<file path="src/lut3d_color_mapper_assert.svh">
// Assertion macros for the 3D LUT color mapper.
// Needs clk_i and rst_ni in the scope where the macros are used.
`ifndef LUT3D_COLOR_MAPPER_ASSERT_SVH
`define LUT3D_COLOR_MAPPER_ASSERT_SVH

`ifndef SYNTHESIS
`define L3D_ASSERT_SAME(lbl, ante, cons) \
  lbl: assert property (@(posedge clk_i) disable iff (!rst_ni) (ante) |-> (cons)) \
    else $error("l3d assertion failed");
`define L3D_ASSERT_NEXT(lbl, ante, cons) \
  lbl: assert property (@(posedge clk_i) disable iff (!rst_ni) (ante) |=> (cons)) \
    else $error("l3d assertion failed");
`else
`define L3D_ASSERT_SAME(lbl, ante, cons)
`define L3D_ASSERT_NEXT(lbl, ante, cons)
`endif

`endif

</file>
<file path="src/l3d_pkg.sv">
// Shared types and constants of the 3D LUT color mapper.
// No dependencies.
`timescale 1ns / 1ps

package l3d_pkg;

  localparam int unsigned MAX_POINTS_DEF   = 17;
  localparam int unsigned CHANNEL_BITS_DEF = 16;
  localparam int unsigned GRID_BITS        = 5;
  localparam int unsigned PIX_BITS         = 16;
  localparam int unsigned IDX_BITS         = 13;

  localparam logic [GRID_BITS-1:0] GRID_RESET = 5'd17;

  localparam logic CMD_APPLY = 1'b0;
  localparam logic CMD_WRITE = 1'b1;

  typedef struct packed {
    logic                command;
    logic [PIX_BITS-1:0] red_in;
    logic [PIX_BITS-1:0] green_in;
    logic [PIX_BITS-1:0] blue_in;
    logic [IDX_BITS-1:0] entry_index;
  } l3d_pix_in_t;

  typedef struct packed {
    logic [PIX_BITS-1:0] red_out;
    logic [PIX_BITS-1:0] green_out;
    logic [PIX_BITS-1:0] blue_out;
  } l3d_pix_out_t;

  typedef struct packed {
    logic prod;
    logic split;
  } l3d_scale_en_t;

  typedef struct packed {
    logic mul;
    logic sum;
    logic fold;
  } l3d_blend_en_t;

endpackage

</file>
<file path="src/l3d_scale_lane.sv">
// One channel lane: scales a channel to a lattice position, splits it into
// floor, ceil and remainder. Depends on l3d_pkg.
`timescale 1ns / 1ps

module l3d_scale_lane #(
  parameter int unsigned MAX_POINTS   = l3d_pkg::MAX_POINTS_DEF,
  parameter int unsigned CHANNEL_BITS = l3d_pkg::CHANNEL_BITS_DEF,
  localparam int unsigned LW          = $clog2(MAX_POINTS)
) (
  input  logic                        clk_i,
  input  l3d_pkg::l3d_scale_en_t      en_i,
  input  logic [l3d_pkg::PIX_BITS-1:0] chan_i,
  input  logic [LW-1:0]               nm1_i,
  output logic [LW-1:0]               lo_o,
  output logic [LW-1:0]               hi_o,
  output logic [CHANNEL_BITS-1:0]     rem_o
);

  import l3d_pkg::*;

  localparam int unsigned CB = CHANNEL_BITS;
  localparam int unsigned PW = CB + LW;
  localparam logic [CB-1:0] FS = {CB{1'b1}};

  logic [CB-1:0] chan_sat;
  logic [PW-1:0] prod_q;
  logic [LW-1:0] q0;
  logic [CB:0]   r0;
  logic [CB:0]   r_sub;
  logic          wrap;
  logic [LW-1:0] lo_d, lo_q;
  logic [LW-1:0] hi_d, hi_q;
  logic [CB-1:0] rem_d, rem_q;

  always_comb begin
    chan_sat = (chan_i > PIX_BITS'(FS)) ? FS : chan_i[CB-1:0];
  end

  always_ff @(posedge clk_i) begin
    if (en_i.prod) begin
      prod_q <= PW'(chan_sat) * PW'(nm1_i);
    end
  end

  always_comb begin
    q0    = prod_q[PW-1:CB];
    r0    = {1'b0, prod_q[CB-1:0]} + (CB+1)'(q0);
    wrap  = r0 >= {1'b0, FS};
    r_sub = r0 - {1'b0, FS};
    lo_d  = q0 + LW'(wrap);
    rem_d = wrap ? r_sub[CB-1:0] : r0[CB-1:0];
    hi_d  = lo_d + LW'(rem_d != '0);
  end

  always_ff @(posedge clk_i) begin
    if (en_i.split) begin
      lo_q  <= lo_d;
      hi_q  <= hi_d;
      rem_q <= rem_d;
    end
  end

  assign lo_o  = lo_q;
  assign hi_o  = hi_q;
  assign rem_o = rem_q;

endmodule

</file>
<file path="config.mk">
export PLATFORM = sky130hd
export DESIGN_NAME = l3d_scale_lane
export DESIGN_NICKNAME = d
export VERILOG_FILES = /design/src/lut3d_color_mapper_assert.svh /design/src/l3d_pkg.sv /design/src/l3d_scale_lane.sv
export SDC_FILE = /design/constraint.sdc
export NUM_CORES = 1
export LEC_CHECK = 0
export BUFFER_PORTS_ARGS = -buffer_cell sky130_fd_sc_hd__buf_2
export CORE_MARGIN = 4
export CORE_UTILIZATION = 50
export DETAILED_ROUTE_END_ITERATION = 16
export HOLD_SLACK_MARGIN = 0.03
export PLACE_DENSITY = 0.7
export SLEW_MARGIN = 0
export SYNTH_ARGS = -nofsm -noshare
export SYNTH_HDL_FRONTEND = slang
export SYNTH_SLANG_ARGS = --single-unit
</file>
<file path="constraint.sdc">
create_clock -name clk_i -period 9.6 [get_ports clk_i]
set_input_delay 1.92 -clock clk_i [delete_from_list [all_inputs] [get_ports clk_i]]
set_output_delay 1.92 -clock clk_i [all_outputs]
set_load 0.01 [all_outputs]
</file>
Yosys cells after proc, flatten, opt, wreduce, memory -nomap -nowiden
Cells that the tools add are included.
W data, S select, Z words.
{"block": "classes", "mul": 1, "n_addsub": 4, "n_reduce_logical": 1, "mux": 2, "order_cmp": 2}
{"operator": "$mux W16", "count": 2}
{"operator": "$mul A16 B5 Y21", "count": 1}
{"operator": "$add A16 B5 Y17", "count": 1}
{"operator": "$ge A17 B16 Y1 const B", "count": 1}
{"operator": "$gt A16 B16 Y1 const B", "count": 1}
{"operator": "$reduce_bool A16 Y1", "count": 1}
{"operator": "$sub A16 B16 Y16 const B", "count": 1}
{"operator": "$add A5 B1 Y5", "count": 2}
{"block": "totals", "inputBits": 24, "out_inout_bits": 26, "elab_cells": 14, "ff_bits": 47}

Longest topological paths before layout
Gate-level depths: netlist of the first run.
{"block": "logic_depth", "depth_word": 5, "ltp_mapped": 18}

Worst setup path after synthesis of the first run
No wires, ideal clock.
{"block": "synth_path", "path_kind": "input port to flip-flop", "from": "input port nm1_i[4]", "to": "register prod_q[18] (data pin)", "arrival_ps": 5853, "path_stages": 16, "t_required_ps": 9342, "path_buffers": 1, "path_slack_ps": 3490, "setup_ps": 258, "path_cell_list": "clkbuf_1 -> nand2_1 -> fa_1 -> fa_1 -> fa_1 -> inv_1 -> ha_1 -> a21oi_1 -> o211ai_1 -> o41ai_1 -> o2111ai_1 -> a31oi_1 -> nor2b_1 -> o21ai_0 -> nor2b_1 -> xnor2_1"}
{"block": "synth_via", "elab_chain_len": 1}
{"element": "start: declaration", "line_no": "l3d_scale_lane.sv:13", "text": "input logic [LW-1:0] nm1_i,"}
{"element": "$mul A16 B5 Y21", "line_no": "l3d_scale_lane.sv:41", "text": "prod_q <= PW'(chan_sat) * PW'(nm1_i);"}
{"element": "end signal: assignment", "line_no": "l3d_scale_lane.sv:41"}
{"element": "end: declaration", "line_no": "l3d_scale_lane.sv:26", "text": "logic [PW-1:0] prod_q;"}
Every way passes these cells.
A chain may end at the register's enable or synchronous reset.

Final worst setup path of the first run
{"block": "layout_path", "from": "input port nm1_i[4]", "to": "register prod_q[20] (data pin)"}
The elaborated chain is that of the path after synthesis.

==> results of run 1 <==
[per-stage QoR]
stage               instance area (um^2)  total power, mW
finish                              5170             1.12
global route                        5170             1.23
CTS                                 5170             1.13
detailed placement                  5090             1.02
global placement                    5090             1.00
floorplan                           4740            0.865
[cell families (layout without fill, tap and decap cells)]
family | after synthesis | in the layout | share of synthesized area, %
AOI/OAI and AO/OA | 56 | 56 | 8.65
muxes | 4 | 4 | 0.950
buffers and inverters | 53 | 97 | 4.48
and+or+nand+nor | 190 | 190 | 21.4
xor gates and xnor gates | 34 | 34 | 6.28
DFF | 47 | 47 | 29.8
adders and majority gates | 82 | 82 | 28.4
[critical path, delay by kind of cell]
kind / cells / cell delay, ns
buffers and inverters: 2 / 0.28
adder cells (fa/ha/maj): 4 / 1.94
AND/OR/NAND/NOR: 2 / 0.20
XOR/XNOR: 1 / 0.15
AO/OA/AOI/OAI: 7 / 1.72
[worst paths after layout]
kind / end / from / depth (start not counted)
setup / recovery: prod_q[20]$_DFFE_PP_ / nm1_i[4] / 16
setup reg to reg: hi_o[4]$_DFFE_PP_ / prod_q[16]$_DFFE_PP_ / 16
hold reg to reg: lo_o[0]$_DFFE_PP_ / prod_q[16]$_DFFE_PP_ / 1
hold / removal: lo_o[0]$_DFFE_PP_ / prod_q[16]$_DFFE_PP_ / 1
[power by group through the flow]
stage	Combinational [mW]	Clock, mW	Sequential [mW]
finish	0.627	0.105	0.387
global route	0.716	0.116	0.398
CTS	0.630	0.109	0.386
detailed placement	0.626	0	0.391
global placement	0.612	0	0.389
floorplan	0.464	0	0.400
[state kept, by name (all words and copies together), names as in the netlist]
| name | flops |
|---|---|
| prod_q | 21 |
| rem_o | 16 |
| hi_o | 5 |
| lo_o | 5 |
[placed cells by master (no fill, tap or decap), drive strengths merged, types with 4 or more instances in the layout]
cell type and count:
and2 52, buf 49, edfxtp 47, nand2 44, fa 43, inv 41
ha 39, nor2 28, xnor2 21, nand3 18, xor2 13, nor3 12
a21oi 11, nor2b 8, and3 7, o21ai 7, o21a 6, o211ai 6
a21o 5, clkbuf 5, nand4 4
[area by class of cell]
type	instances	area [um^2]
Fill cell	826	4070
Multi-Input combinational cell	366	3120
Sequential cell	47	1410
Timing Repair Buffer	49	245
Tap cell	129	161
Inverter	41	154
Clock buffer	5	68.8
Clock inverter	2	8.76
[layer usage]
layer / share of wire, % / vias up / GRT usage, %
met5: 0 / - / 0
met4: 1.4 / 0 / 3.94
met3: 4.1 / 12 / 2.08
met2: 49 / 93 / 28.7
met1: 45 / 1550 / 21.8
li1: - / 1688 / -
==> flow_summary.ini, run 1 <==
[run_status]
status = finished, final reports clean

[cts]
cts_buffers = 5
htree_levels = 2
clockBufferDepth = 2
cts_resized = 0
clock_sinks = 47
cts_root_buf = clkbuf_8
cts_tree = built
cts_hold_buf = 0
clk_pin_slew_ns = 0.08
clkLatencyLatePin_ns = 0.29
cts_setup_buffers = 0

[placement]
hpwl_mm = 7.35
pre_cts_ws_ns = 3.12
post-place-cells = 632
portBuffers = 49
gp_congestion = 0.816

[floorplan]
die_y_um = 105
start_util_pct = 51.3
io_pins = 50
die_area_mm2 = 0.0111
die_w_um = 105
coreArea_mm2 = 0.00924
rows = 35

[grt]
grt_max_degree = 27
antenna_found_initial = 0
grt_pass1_wl_mm = 15.3
grt_overflow = 0
first_global_vias = 3341
grtUsageTotal_pct = 16.4

[sta]
period_minus_slack_ns = 6.16
finalSetupViolCount = 0
finalHoldViolations = 0
max_freq_mhz = 162
clock_skew_ns = 0.00691
fin_crit_sh_pct = 64.2
setup_slack_ns = 3.44
worst_slew_pin_slew_ns = 0.748
rsz0062_at_grt = no
relSlewSlack_pct = 49.5
maxSlewViolCount = 0
setup_tns_ns = 0
whs_ns = 0.659

[final_layout]
diodes = 0
final_cells = 639
layout-drive-gt1-share_pct = 12.9
final_nets = 616
fin_util_pct = 55.9
area_growth_syn_to_layout_pct = 8.97

[worst_setup_path]
critPathMaxStageDelay_ns = 0.55
worst_ep_arrival_time_ns = 6.20
crit_top_cell = fa_1
worstPathCellList = buf_2 > nand2_1 > fa_1 > fa_1 > fa_1 > inv_1 > ha_1 > a21oi_1 > o211ai_1 > o41ai_1 > o2111ai_1 > a31oi_1 > nor2b_1 > o21ai_0 > a21oi_1 > xor2_1
cp.required_ns = 9.64
critical_path.max_fanout = 16
r2r_slack_ns = 5.19
end_kind = register
crit_slowest_cell = fa_1
setup.worst_path.class = in -> reg
critPathLaunchType = primary input

[power_and_ir_drop]
p_switching_mw = 0.450
p_clk_share_pct = 9.4
seqPwrFrac_pct = 34.6
power_density_mw_per_mm2 = 216
p_comb_share_pct = 56.1
ir_drop_mv = 0.0759
p_leak_nw = 2.30
power.internal_mw = 0.668
swShare_pct = 40.3

[routing]
wl_per_cell_um = 13.5
drt_iter0_markers = 100
firstDrtPassIters = 4
viasPerCell = 5.23
vias = 3343
ant_nets = 0
drc = 0
totalWireLength_mm = 8.60

[synth]
synth-edff-count = 47
synthesis.area_mm2 = 0.00474
postSynth.asyncResetShare_pct = 0
synth_commonest_cells = and2_1 (51), edfxtp_1 (47), nand2_1 (44)
synth_ff_type = edfxtp_1
synth_top_cell_by_area = edfxtp_1
syn_area_per_cell_um2 = 10.2
synth_warnings = 0
synth_nets = 572
synth_most_common_cell = and2_1
yosysSeqAreaShare_pct = 29.8
ys_seq_elements = 47
synth_top_area_share_pct = 29.8
syn_inst = 466
ys_types = 57
synth.area.top_cells = edfxtp_1 (30%), fa_1 (18%), ha_1 (10%)

[flow_run]
maxCapViolCount = 0

[hold_path]
min_path_type = reg -> reg
Power figures use the tool's default switching activity.
==> run 2, diff against run 1 <==
==> constraint.sdc (replaced) <==
create_clock -name clk_i -period 5.9 [get_ports clk_i]
set_input_delay 1.18 -clock clk_i [delete_from_list [all_inputs] [get_ports clk_i]]
set_output_delay 1.18 -clock clk_i [all_outputs]
set_load 0.01 [all_outputs]
==> run 2 against run 1 <==
Against the previous run:
- final area is 0.15% higher
- first-iteration DRC count down 40%
- setup slack worse by 2.9 ns
- final cell count rose by 0.16%
- critical path depth stayed put
- core utilization grew 0.081 points
- sequential cell count did not move
- sequential share of layout area about the same
- combinational power up 63%
- clock skew down 0.00086 ns
- via count is 0.78% lower
- critical endpoint is now prod_q[19]$_DFFE_PP_
==> flow_summary.ini, run 2 (same netlist as run 1, synthesis figures left out) <==
[run_status]
status = finished, final reports clean

[final_layout]
area_growth_syn_to_layout_pct = 9.13
final_cell_mix = and2_1 (51), buf_2 (49), edfxtp_1 (47)
fillCellCount = 815
final_nets = 617
largest-register = prod_q
fin_util_pct = 56.0
layout_commonest_cell = and2_1
layout-drive-gt1-share_pct = 13.1
diodes = 0
largest_reg_flops = 21

[routing]
viasPerCell = 5.18
vias = 3317
drc = 0
wl_per_cell_um = 13.1
firstDrtPassIters = 4
ant_nets = 0
drt_iter0_markers = 60
totalWireLength_mm = 8.39

[floorplan]
coreArea_mm2 = 0.00924
die_y_um = 105
io_pins = 50
start_util_pct = 51.3
die_w_um = 105
rows = 35
die_area_mm2 = 0.0111

[worst_setup_path]
worstPathCellList = buf_2 > nand2_1 > fa_1 > inv_1 > fa_1 > fa_1 > ha_1 > nand3_1 > o211ai_1 > o41ai_1 > o211a_1 > a2111oi_0 > o21a_1 > o21a_1 > o211ai_1 > xnor2_1
critPathMaxStageDelay_ns = 0.58
crit_slowest_cell = a2111oi_0
r2r_slack_ns = 1.54
end_kind = register
crit_top_cell = fa_1
r2r-start = prod_q[16]$_DFFE_PP_
critical_path.max_fanout = 16
cp.required_ns = 5.95
worst_ep_arrival_time_ns = 5.44
worstSetupStartpoint = nm1_i[4]
crit_family = adder cells
critical_path_buf_inv_count = 2
critPathLaunchType = primary input
setup.worst_path.class = in -> reg

[cts]
cts_hold_buf = 0
cts_resized = 0
clockBufferDepth = 2
clock_sinks = 47
cts_tree = built
cts_root_buf = clkbuf_8
cts_setup_buffers = 0
htree_levels = 2
clkLatencyLatePin_ns = 0.29
clk_pin_slew_ns = 0.08
cts_buffers = 5

[grt]
grt_overflow = 0
grt_max_degree = 27
first_global_vias = 3175
antenna_found_initial = 0
grtUsageTotal_pct = 15.7
grt_pass1_wl_mm = 14.6

[sta]
finalSetupViolCount = 0
finalHoldViolations = 0
relSlewSlack_pct = 57.5
maxSlewViolCount = 0
clock_skew_ns = 0.00605
max_freq_mhz = 185
period_minus_slack_ns = 5.39
rsz0062_at_grt = no
fin_crit_sh_pct = 91.4
setup_tns_ns = 0
worst_slew_pin_slew_ns = 0.622

[hold_path]
min_path_type = reg -> reg
hold_path_startpoint = prod_q[16]$_DFFE_PP_

[flow_run]
maxCapViolCount = 0

[placement]
gp_congestion = 0.819
hpwl_mm = 7.26
portBuffers = 49

[power_and_ir_drop]
p_leak_nw = 2.30
power_density_mw_per_mm2 = 352
ir_drop_mv = 0.134
==> run 2: cell types whose count changed in the layout (fill, tap and decap cells not counted) <==
cell,previous run,this run
buf_4,0,1
==> run 2: layer usage <==
metal | share of wire (%) | track usage [%] | up-vias
li1 | - | - | 1691
met1 | 47 | 21.3 | 1549
met2 | 49 | 27.0 | 70
met3 | 3.3 | 2.02 | 7
met4 | 1.2 | 3.28 | 0
met5 | 0 | 0 | -
==> run 2: final timing paths <==
check,depth (start not counted),to
min,1,lo_o[0]$_DFFE_PP_
min reg2reg,1,lo_o[0]$_DFFE_PP_
max reg2reg,16,hi_o[4]$_DFFE_PP_
max,16,prod_q[19]$_DFFE_PP_
==> run 2: area by class of cell <==
cell class              instances  area [um^2]  area share (%)
clock buffers                   5         68.8            1.33
clock inverters                 2         8.76           0.169
inverters                      41          154            2.97
multi-input cells             366         3120            60.3
flip-flops and latches         47         1410            27.3
well taps                     129          161            3.12
repair buffers                 50          253            4.88
==> run 2: metrics by stage <==
stage	instance area, um^2	std cells	hold WS, ns	setup WS [ns]	power [mW]
final	5180	640	0.675	0.508	1.82
after CTS	5180	640	0.667	0.529	1.84
after detailed placement	5100	633	0.641	0.212	1.66
after global routing	5180	640	0.699	0.208	2.00
after global placement	5100	633	0.625	0.361	1.63
after floorplan	4740	466	0.583	0.530	1.41
==> run 2: report_power, final <==
group	internal [mW]	switching (mW)	leakage (nW)
clock network	0.0787	0.0908	0.0414
logic	0.460	0.564	1.80
registers	0.551	0.0768	0.459
total	1.09	0.732	2.30
