File: src/lut3d_color_mapper_assert.svh
// Assertion macros for the 3D LUT color mapper.
// Needs clk_i and rst_ni in the scope where the macros are used.
`ifndef LUT3D_COLOR_MAPPER_ASSERT_SVH
`define LUT3D_COLOR_MAPPER_ASSERT_SVH

`ifndef SYNTHESIS
`define L3D_ASSERT_SAME(lbl, ante, cons) \
  lbl: assert property (@(posedge clk_i) disable iff (!rst_ni) (ante) |-> (cons)) \
    else $error("l3d assertion failed");
`define L3D_ASSERT_NEXT(lbl, ante, cons) \
  lbl: assert property (@(posedge clk_i) disable iff (!rst_ni) (ante) |=> (cons)) \
    else $error("l3d assertion failed");
`else
`define L3D_ASSERT_SAME(lbl, ante, cons)
`define L3D_ASSERT_NEXT(lbl, ante, cons)
`endif

`endif

File: src/l3d_pkg.sv
// Shared types and constants of the 3D LUT color mapper.
// No dependencies.
`timescale 1ns / 1ps

package l3d_pkg;

  localparam int unsigned MAX_POINTS_DEF   = 17;
  localparam int unsigned CHANNEL_BITS_DEF = 16;
  localparam int unsigned GRID_BITS        = 5;
  localparam int unsigned PIX_BITS         = 16;
  localparam int unsigned IDX_BITS         = 13;

  localparam logic [GRID_BITS-1:0] GRID_RESET = 5'd17;

  localparam logic CMD_APPLY = 1'b0;
  localparam logic CMD_WRITE = 1'b1;

  typedef struct packed {
    logic                command;
    logic [PIX_BITS-1:0] red_in;
    logic [PIX_BITS-1:0] green_in;
    logic [PIX_BITS-1:0] blue_in;
    logic [IDX_BITS-1:0] entry_index;
  } l3d_pix_in_t;

  typedef struct packed {
    logic [PIX_BITS-1:0] red_out;
    logic [PIX_BITS-1:0] green_out;
    logic [PIX_BITS-1:0] blue_out;
  } l3d_pix_out_t;

  typedef struct packed {
    logic prod;
    logic split;
  } l3d_scale_en_t;

  typedef struct packed {
    logic mul;
    logic sum;
    logic fold;
  } l3d_blend_en_t;

endpackage

File: src/l3d_blend_lane.sv
// One channel lane: blends floor and ceil entries by the remainder, rounds
// to nearest and saturates. Depends on l3d_pkg.
`timescale 1ns / 1ps

module l3d_blend_lane #(
  parameter int unsigned CHANNEL_BITS = l3d_pkg::CHANNEL_BITS_DEF
) (
  input  logic                         clk_i,
  input  l3d_pkg::l3d_blend_en_t       en_i,
  input  logic [l3d_pkg::PIX_BITS-1:0] lo_i,
  input  logic [l3d_pkg::PIX_BITS-1:0] hi_i,
  input  logic [CHANNEL_BITS-1:0]      rem_i,
  output logic [l3d_pkg::PIX_BITS-1:0] res_o
);

  import l3d_pkg::*;

  localparam int unsigned CB  = CHANNEL_BITS;
  localparam int unsigned LFW = PIX_BITS + CB;
  localparam int unsigned SW  = LFW + 2;
  localparam int unsigned YW  = LFW + 1;
  localparam int unsigned QW  = YW - CB;
  localparam int unsigned RW  = 18;
  localparam logic [YW-1:0] HALF = YW'((1 << (CB - 1)) - 1);
  localparam logic [RW-1:0] FS_R = RW'({CB{1'b1}});

  logic        [LFW-1:0]    lofs_q;
  logic signed [PIX_BITS:0] diff;
  logic signed [CB:0]       rem_s;
  logic signed [SW-1:0]     prod_q;
  logic signed [SW-1:0]     num;
  logic        [YW-1:0]     y_d, y_q;
  logic        [QW-1:0]     q0;
  logic        [RW-1:0]     r0, q1, r1, q2, r2, quo;
  logic                     wrap;
  logic [CB-1:0]            sat;
  logic [PIX_BITS-1:0]      res_q;

  always_comb begin
    diff  = $signed({1'b0, hi_i}) - $signed({1'b0, lo_i});
    rem_s = $signed({1'b0, rem_i});
  end

  always_ff @(posedge clk_i) begin
    if (en_i.mul) begin
      lofs_q <= (LFW'(lo_i) << CB) - LFW'(lo_i);
      prod_q <= diff * rem_s;
    end
  end

  always_comb begin
    num = $signed({2'b00, lofs_q}) + prod_q;
    y_d = (num < 0) ? HALF : (YW'(num[LFW-1:0]) + HALF);
  end

  always_ff @(posedge clk_i) begin
    if (en_i.sum) begin
      y_q <= y_d;
    end
  end

  // y / FS by folding the high part onto the low part
  always_comb begin
    q0   = y_q[YW-1:CB];
    r0   = RW'(y_q[CB-1:0]) + RW'(q0);
    q1   = r0 >> CB;
    r1   = (r0 & FS_R) + q1;
    q2   = r1 >> CB;
    r2   = (r1 & FS_R) + q2;
    wrap = r2 >= FS_R;
    quo  = RW'(q0) + q1 + q2 + RW'(wrap);
    sat  = (quo > FS_R) ? FS_R[CB-1:0] : quo[CB-1:0];
  end

  always_ff @(posedge clk_i) begin
    if (en_i.fold) begin
      res_q <= PIX_BITS'(sat);
    end
  end

  assign res_o = res_q;

endmodule

File: config.mk
export PLATFORM = sky130hd
export DESIGN_NAME = l3d_blend_lane
export DESIGN_NICKNAME = d
export VERILOG_FILES = /design/src/lut3d_color_mapper_assert.svh /design/src/l3d_pkg.sv /design/src/l3d_blend_lane.sv
export SDC_FILE = /design/constraint.sdc
export NUM_CORES = 1
export LEC_CHECK = 0
export ABC_CLOCK_PERIOD_IN_PS = 8690
export BUFFER_PORTS_ARGS = -buffer_cell sky130_fd_sc_hd__buf_2
export CAP_MARGIN = 20
export CORE_ASPECT_RATIO = 2
export CORE_MARGIN = 4
export CORE_UTILIZATION = 59
export DETAILED_ROUTE_END_ITERATION = 10
export PLACE_DENSITY_LB_ADDON = 0.15
export REMOVE_ABC_BUFFERS = 1
export SYNTH_ARGS = -nofsm -noshare
export SYNTH_HDL_FRONTEND = slang
export SYNTH_SLANG_ARGS = --single-unit
export TNS_END_PERCENT = 10
File: constraint.sdc
create_clock -name clk_i -period 8.69 [get_ports clk_i]
set_input_delay 0.4345 -clock clk_i [delete_from_list [all_inputs] [get_ports clk_i]]
set_output_delay 0.4345 -clock clk_i [all_outputs]
set_load 0.05 [all_outputs]
Yosys cells after proc, flatten, opt, wreduce, memory -nomap -nowiden

Cells that the tools add are included.

Multiply operators: 1
$lt $le $gt $ge: 3
$add $sub $neg: 10

Operators by type and width:

| operator               | count |
|---|---|
| $add 18x1->18          | 2 |
| $add 33x34->34         | 1 |
| $lt 34x1->1 const B    | 1 |
| $mul 17x17->34         | 1 |
| $add 32x15->33 const B | 1 |
| $sub 32x16->32         | 1 |
| $add 16x17->18         | 1 |
| $add 17x2->18          | 1 |
| $gt 18x16->1 const B   | 1 |
| $add 16x1->17          | 1 |
| $add 16x2->17          | 1 |
| $ge 17x16->1 const B   | 1 |
| $sub 16x16->17         | 1 |

Register bits after elaboration: 115
Output and inout bits: 16

Longest topological paths before layout

Gate-level depths: netlist (run 1).

Word-level depth: 6
Mapped depth: 38
Depth with buffers taken out: 37

Least setup slack after synthesis (run 1)

OpenSTA, ideal clock, no wires.

Path kind: input -> register
Start: input hi_i[0] (netlist bit)
End: register prod_q[33] (data pin)
Arrival: 8.296 ns
Data required time: 8.430 ns
Setup time: 0.260 ns
Cell stages on the path: 36
Buffers on the path: 2
Setup slack: 0.134 ns
Cells stage by stage: inv_1 ha_1 inv_1 fa_1 a21o_1 a21oi_1 o21ai_0 a21oi_1 o21ai_1 a211oi_1 o21ai_0 a2111oi_0 or3_1 clkbuf_1 buf_2 nand2_1 fa_1 inv_1 fa_1 inv_1 fa_1 fa_1 fa_1 inv_1 fa_1 ha_1 a21o_1 a21o_1 a21oi_1 o21ai_0 a2111oi_0 o21ai_0 nand2_1 o2111ai_1 a21oi_1 xnor2_1

Cells in the longest elaborated chain, start to end: 2

RTL lines:

| what                   | RTL line             | source |
|---|---|---|
| start: declaration     | l3d_blend_lane.sv:11 | `input logic [l3d_pkg::PIX_BITS-1:0] hi_i,` |
| $sub 16x16->17         | l3d_blend_lane.sv:40 | `diff = $signed({1'b0, hi_i}) - $signed({1'b0, lo_i});` |
| $mul 17x17->34         | l3d_blend_lane.sv:47 | `prod_q <= diff * rem_s;` |
| end signal: assignment | l3d_blend_lane.sv:47 |  |
| end: declaration       | l3d_blend_lane.sv:30 | `logic signed [SW-1:0] prod_q;` |

Every way passes these cells.
A chain may end at the register's enable or synchronous reset.

Worst setup path in the final report (run 1)

Start: register y_q[0]
End: register res_q[5] (netlist: res_o[5]) (data pin)

Cells in the longest elaborated chain, start to end: 6

RTL lines:

| what                     | RTL line             | source |
|---|---|---|
| start: declaration       | l3d_blend_lane.sv:32 | `logic [YW-1:0] y_d, y_q;` |
| start signal: assignment | l3d_blend_lane.sv:58 | `y_q <= y_d;` |
| $add 16x17->18 (*)       | l3d_blend_lane.sv:65 | `r0 = RW'(y_q[CB-1:0]) + RW'(q0);` |
| $add 16x2->17            | l3d_blend_lane.sv:67 | `r1 = (r0 & FS_R) + q1;` |
| $add 16x1->17            | l3d_blend_lane.sv:69 | `r2 = (r1 & FS_R) + q2;` |
| $ge 17x16->1             | l3d_blend_lane.sv:70 | `wrap = r2 >= FS_R;` |
| $add 18x1->18 (*)        | l3d_blend_lane.sv:71 | `quo = RW'(q0) + q1 + q2 + RW'(wrap);` |
| $gt 18x16->1             | l3d_blend_lane.sv:72 | `sat = (quo > FS_R) ? FS_R[CB-1:0] : quo[CB-1:0];` |
| end signal: assignment   | l3d_blend_lane.sv:77 | `res_q <= PIX_BITS'(sat);` |
| end: declaration         | l3d_blend_lane.sv:37 | `logic [PIX_BITS-1:0] res_q;` |

Every way passes the cells marked *; elsewhere a longest branch is shown, timed or not.

==> metrics.cfg, run 1 <==
[synthesis]
synth_seq_area_share_pct = 17.4
synth_edf_count = 115
synthDistinctLibCells = 77
yosys_most_used_dff = edfxtp_1
synth_seq_cells = 115
async_flop_share_pct = 0
synth_warnings = 0
syn_avg_cell_area_sq_um = 9.01
synth_area_sq_mm = 0.0198
syn_inst = 2196

[sta]
fin_skew_ns = 0.00835
hold_viol = 0
finalCritPeriodShare_pct = 96.7
rsz0062_at_grt = yes
tightestPinTransition_ns = 1.11
setup_viol = 0
slew_viol_final = 0
slew_headroom_pct = 25.5
fin_crit_ns = 8.41
fmax_mhz = 119

[setup_path]
cpMaxStageDelayCell = or4_4
cp.required_ns = 8.85
worstSetupEndpointType = flip-flop
critical_path.max_stage_delay_ns = 0.59
crit_type = reg2reg
crit_arrival_ns = 8.57
cp_max_fo = 15
crit_path_frequent_cell = ha_1
start_kind = flip-flop
reg2reg_depth = 37

[clock_network]
htree_num_levels = 4
cts_root_buffer = clkbuf_16
cts_buffers = 17
cts_sinks = 115
cts_tree = done
worst_skew_pair.late_latency_ns = 0.43
clkTransAtPathRegs_ns = 0.06
clockBufferDepth = 2

[floorplanning]
chipWidth_um = 138
start_util_pct = 59.9
coreArea_sq_mm = 0.0330
row_count = 94
die_area_sq_mm = 0.0367
ioPinCount = 68
die_h_um = 267

[finish]
drive_above_1_share_pct = 11.5
final_common_cell = inv_1
fin_area_sq_mm = 0.0221
final_cell_mix = inv_1 (390), fa_1 (285), nand2_1 (278)
area_delta_synth_final_pct = 11.4
finalNetCount = 2820
fillerInstances = 2758

[detailed_routing]
ant_nets = 0
routed_wl_mm = 57.7
avgViaCountPerCell = 5.88
vias = 16300
post_drt_wl_per_cell_um = 20.8
first_pass_iters = 7
route.detailed.drc = 0
drt-initial-drc-count = 903

[placement]
portBuffers = 67
hpwl_mm = 48.3
placed_area_sq_mm = 0.0213
gp_congestion = 1.00

[global_route]
globalRouteOverflowTotal = 0
grt_pass1_wl_mm = 89.2
grt_max_degree = 67
grt_pass1_vias = 17600
track_usage_pct = 32.6
antenna_found_initial = 6

[hold_path]
hold_path.class = in2reg
hold_depth = 2

[run_status]
outcome = finished clean

[flow_run]
cap_violations = 0

-- through the flow --
stage	setup WS (ns)	TNS, ns	hold WS (ns)	cells	util [%]
detailed placement	-0.784	-6.04	0.700	2733	64.5
global route	-0.0236	-0.0449	0.376	2770	66.7
floorplan	-0.237	-1.23	0.533	2112	-
global placement	-0.610	-3.77	0.690	2733	64.5
CTS	0.00949	0	0.351	2765	66.4
finish	0.285	0	0.363	2774	66.7
-- Yosys cell counts (6+ instances only) --
library cell | n | share of area, %
fa_1 | 285 | 29
a21oi_1 | 72 | 1.8
o31ai_1 | 6 | 0.23
a31oi_1 | 16 | 0.51
or3_1 | 8 | 0.25
ha_1 | 161 | 10
and3_1 | 18 | 0.57
nor2b_1 | 40 | 1.3
o21ai_0 | 54 | 1.4
nor3_1 | 27 | 0.68
o21bai_1 | 15 | 0.57
clkbuf_1 | 72 | 1.4
a311oi_1 | 13 | 0.58
a21o_1 | 36 | 1.4
nor4_1 | 21 | 0.66
nand4_1 | 15 | 0.47
edfxtp_1 | 115 | 17
or2_2 | 8 | 0.25
o21a_1 | 11 | 0.42
xnor2_1 | 83 | 3.7
inv_1 | 390 | 7.4
and2_1 | 107 | 3.4
nand2b_1 | 20 | 0.63
o211ai_1 | 19 | 0.72
nand3_1 | 71 | 1.8
xor2_1 | 45 | 2.0
nand2_1 | 278 | 5.3
nor2_1 | 92 | 1.7
-- flip-flops by register name, summed over array words and instances (netlist names) --
| signal | flops |
|---|---|
| lofs_q | 32 |
| prod_q | 34 |
| y_q | 33 |
| res_o | 16 |
-- final cells by class --
| cell class | instances | area (sq um) | area share [%] |
|---|---|---|---|
| sequential | 115 | 3450 | 15.7 |
| antenna | 7 | 17.5 | 0.0794 |
| clock buffer | 17 | 425 | 1.93 |
| tap | 432 | 541 | 2.45 |
| timing repair buffer | 191 | 1330 | 6.03 |
| multi-input combinational | 1607 | 14600 | 66.4 |
| inverter | 390 | 1460 | 6.64 |
| clock inverter | 15 | 184 | 0.834 |
-- what timing repair did --
| item | 4_1_cts | 5_1_grt |
|---|---|---|
| hold buffers | 0 | 0 |
| setup buffers | 0 | 1 |
| pin swaps | 0 | 7 |
| resized for setup | 6 | 24 |
| setup endpoints to repair | 23 | 26 |
-- kinds of logic (layout without fill, tap and decap cells) --
| logic type | Yosys count | in the layout | share of synthesized area [%] |
|---|---|---|---|
| fa+ha+maj | 446 | 446 | 39.0 |
| flops | 115 | 115 | 17.4 |
| xor+xnor | 128 | 128 | 5.66 |
| buf+inv | 474 | 613 | 9.08 |
| mux | 6 | 6 | 0.310 |
| simple gates | 729 | 729 | 18.2 |
| compound gates | 298 | 298 | 10.3 |
| other cells | 0 | 7 | 0 |
-- worst paths after layout --
check	slack, ns	to	from
setup / recovery	0.28	res_o[5]	y_q[0]
hold / removal	0.36	lofs_q[13]	lo_i[13]
hold reg to reg	0.70	res_o[3]	y_q[19]
setup reg to reg	0.28	res_o[5]	y_q[0]
-- metal layers --
| metal | track usage, % | part of all wire (%) | up-vias | routed length (um) |
|---|---|---|---|---|
| li1 | - | - | 7404 | - |
| met1 | 28.8 | 29 | 7933 | 16800 |
| met2 | 61.2 | 55 | 675 | 31700 |
| met3 | 5.21 | 5.4 | 290 | 3130 |
| met4 | 27.9 | 10 | 2 | 6030 |
| met5 | 0 | 0.035 | - | 20 |
-- critical path, delay by kind of cell, from the launching register on --
family | cells | cell delay, ns
flip-flops | 1 | 0.42
AND/OR/NAND/NOR | 9 | 1.92
AO/OA/AOI/OAI | 12 | 2.19
adder cells (fa/ha/maj) | 9 | 2.65
buffers and inverters | 6 | 0.78
XOR/XNOR | 1 | 0.16
Power of run 1 is left out: the tool's default activity adds up to more than one toggle a clock period on the data nets, which glitch-free logic cannot reach.
==> inputs of run 2 (changes only) <==
- CORE_UTILIZATION: 59 -> 45
==> metrics.cfg, run 2 (synthesized netlist as in run 1, its figures left out) <==
[setup_path]
critical_path.max_stage_delay_ns = 0.54  ; -0.05 ns
crit_type = in2reg
crit_buf_inv = 6  ; unchanged
crit_arrival_ns = 8.55  ; -0.02 ns
reg2reg_depth = 34  ; -8.1%
cpMaxStageDelayCell = fa_1
cp_max_fo = 5  ; -10
crit_path_frequent_cell = fa_1
start_kind = input pin
cp.required_ns = 8.86  ; about the same
cp_top_family = adder cells
worstSetupEndpointType = flip-flop
cp_num_cells = 35  ; -5.4%

[floorplanning]
coreArea_sq_mm = 0.0435  ; +32%
row_count = 108  ; +15%
start_util_pct = 45.5  ; -14 points
die_area_sq_mm = 0.0476  ; +30%
chipWidth_um = 156  ; +14%
ioPinCount = 68  ; unchanged
die_h_um = 305  ; +14%

[sta]
timing.final.ws_setup_ns = 0.313  ; +0.0281 ns
finalCritPeriodShare_pct = 96.4  ; -0.32 points
fin_skew_ns = 0.0114  ; +0.00301 ns
fmax_mhz = 119  ; +0.34%
fin_crit_ns = 8.38  ; -0.0281 ns
fin_setup_tns_ns = 0  ; unchanged
tightestPinTransition_ns = 0.910  ; -0.200 ns
setup_viol = 0  ; unchanged
slew_viol_final = 0  ; unchanged
hold_viol = 0  ; unchanged
slew_headroom_pct = 39.3  ; +14 points

[clock_network]
clkTransAtPathRegs_ns = 0.06  ; about the same
cts_buffers = 17  ; unchanged
cts_tree = done
cts_root_buffer = clkbuf_16
worst_skew_pair.late_latency_ns = 0.43  ; about the same
htree_num_levels = 4  ; unchanged
clockBufferDepth = 2  ; unchanged
cts_sinks = 115  ; unchanged
ctsHoldBuffers = 0  ; unchanged

[global_route]
antenna_found_initial = 0  ; -6
grt_pass1_vias = 16600  ; -5.5%
grt_pass1_wl_mm = 88.5  ; -0.79%
globalRouteOverflowTotal = 0  ; unchanged
track_usage_pct = 24.2  ; -8.4 points
grt_max_degree = 67  ; unchanged

[detailed_routing]
ant_nets = 0  ; unchanged
avgViaCountPerCell = 5.46  ; -7.2%
post_drt_wl_per_cell_um = 19.8  ; -4.7%
vias = 15700  ; -3.8%
first_pass_iters = 5  ; -2
routed_wl_mm = 57.0  ; -1.2%
route.detailed.drc = 0  ; unchanged
drt-initial-drc-count = 586  ; -35%

[hold_path]
hold_path.class = in2reg
hold_depth = 2  ; unchanged

[finish]
area_delta_synth_final_pct = 11.3  ; about the same
largest_reg_flops = 34  ; unchanged
instances_no_fill = 2874  ; +3.6%
fin_area_sq_mm = 0.0220  ; about the same
fillerInstances = 4219  ; +53%
multi_input_area_sq_mm = 0.0146  ; about the same
final_common_cell = inv_1
finalNetCount = 2809  ; -0.39%
seq_area_sq_mm = 0.00345  ; unchanged
top_register = prod_q
drive_above_1_share_pct = 11.0  ; -0.46 points
final_cell_mix = inv_1 (390), fa_1 (285), nand2_1 (278)
reg.largest.list = prod_q: 34 flops, y_q: 33 flops, lofs_q: 32 flops

[placement]
gp_congestion = 0.996  ; -0.47%
portBuffers = 67  ; unchanged
dp_cells = 2838  ; +3.8%
hpwl_mm = 49.3  ; +2.1%
placed_area_sq_mm = 0.0213  ; +0.14%
dpl_worst_slack_ns = -0.650  ; +0.134 ns

[flow_run]
cap_violations = 0  ; unchanged

[run_status]
outcome = finished clean

==> run 2: routing by layer <==
metal  wire (um)  part of all wire (%)  GRT usage [%]  up-vias
met4        3590                   6.3           13.2        0
met5           0                     0              0        -
met2       32200                    57           47.2      417
met3        1810                   3.2           2.12      145
met1       19400                    34           24.4     7763
li1            -                     -              -     7356
==> run 2: worst paths after layout <==
path / end / slack (ns) / from
setup / recovery: prod_q[33] / 0.31 / lo_i[0]
hold / removal: lofs_q[13] / 0.45 / lo_i[13]
hold reg to reg: y_q[0] / 0.71 / prod_q[0]
setup reg to reg: res_o[5] / 0.40 / y_q[1]
==> run 2: final cells by class <==
class                           instances  share of cell area [%]
Multi-Input combinational cell       1607                    66.4
Sequential cell                       115                    15.7
Inverter                              390                    6.64
Timing Repair Buffer                  180                    5.49
Tap cell                              550                    3.12
Clock buffer                           17                    1.93
Clock inverter                         14                   0.744
Antenna cell                            1                  0.0114
==> run 2: repair_timing <==
item                                    4_1_cts  5_1_grt
pin swaps                                     1        6
endpoints found under the setup margin        7       25
endpoints found under the hold margin         0        0
buffers inserted                              0        3
resized for setup                             4       19
==> run 2: metrics by stage <==
stage / util (%) / hold WS, ns
2_1_floorplan: - / 0.533
3_3_place_gp: 49.0 / 0.698
3_5_place_dp: 49.0 / 0.701
4_1_cts: 50.4 / 0.420
5_1_grt: 50.6 / 0.435
6_report: 50.6 / 0.446
Power of run 2 is left out for the same reason.
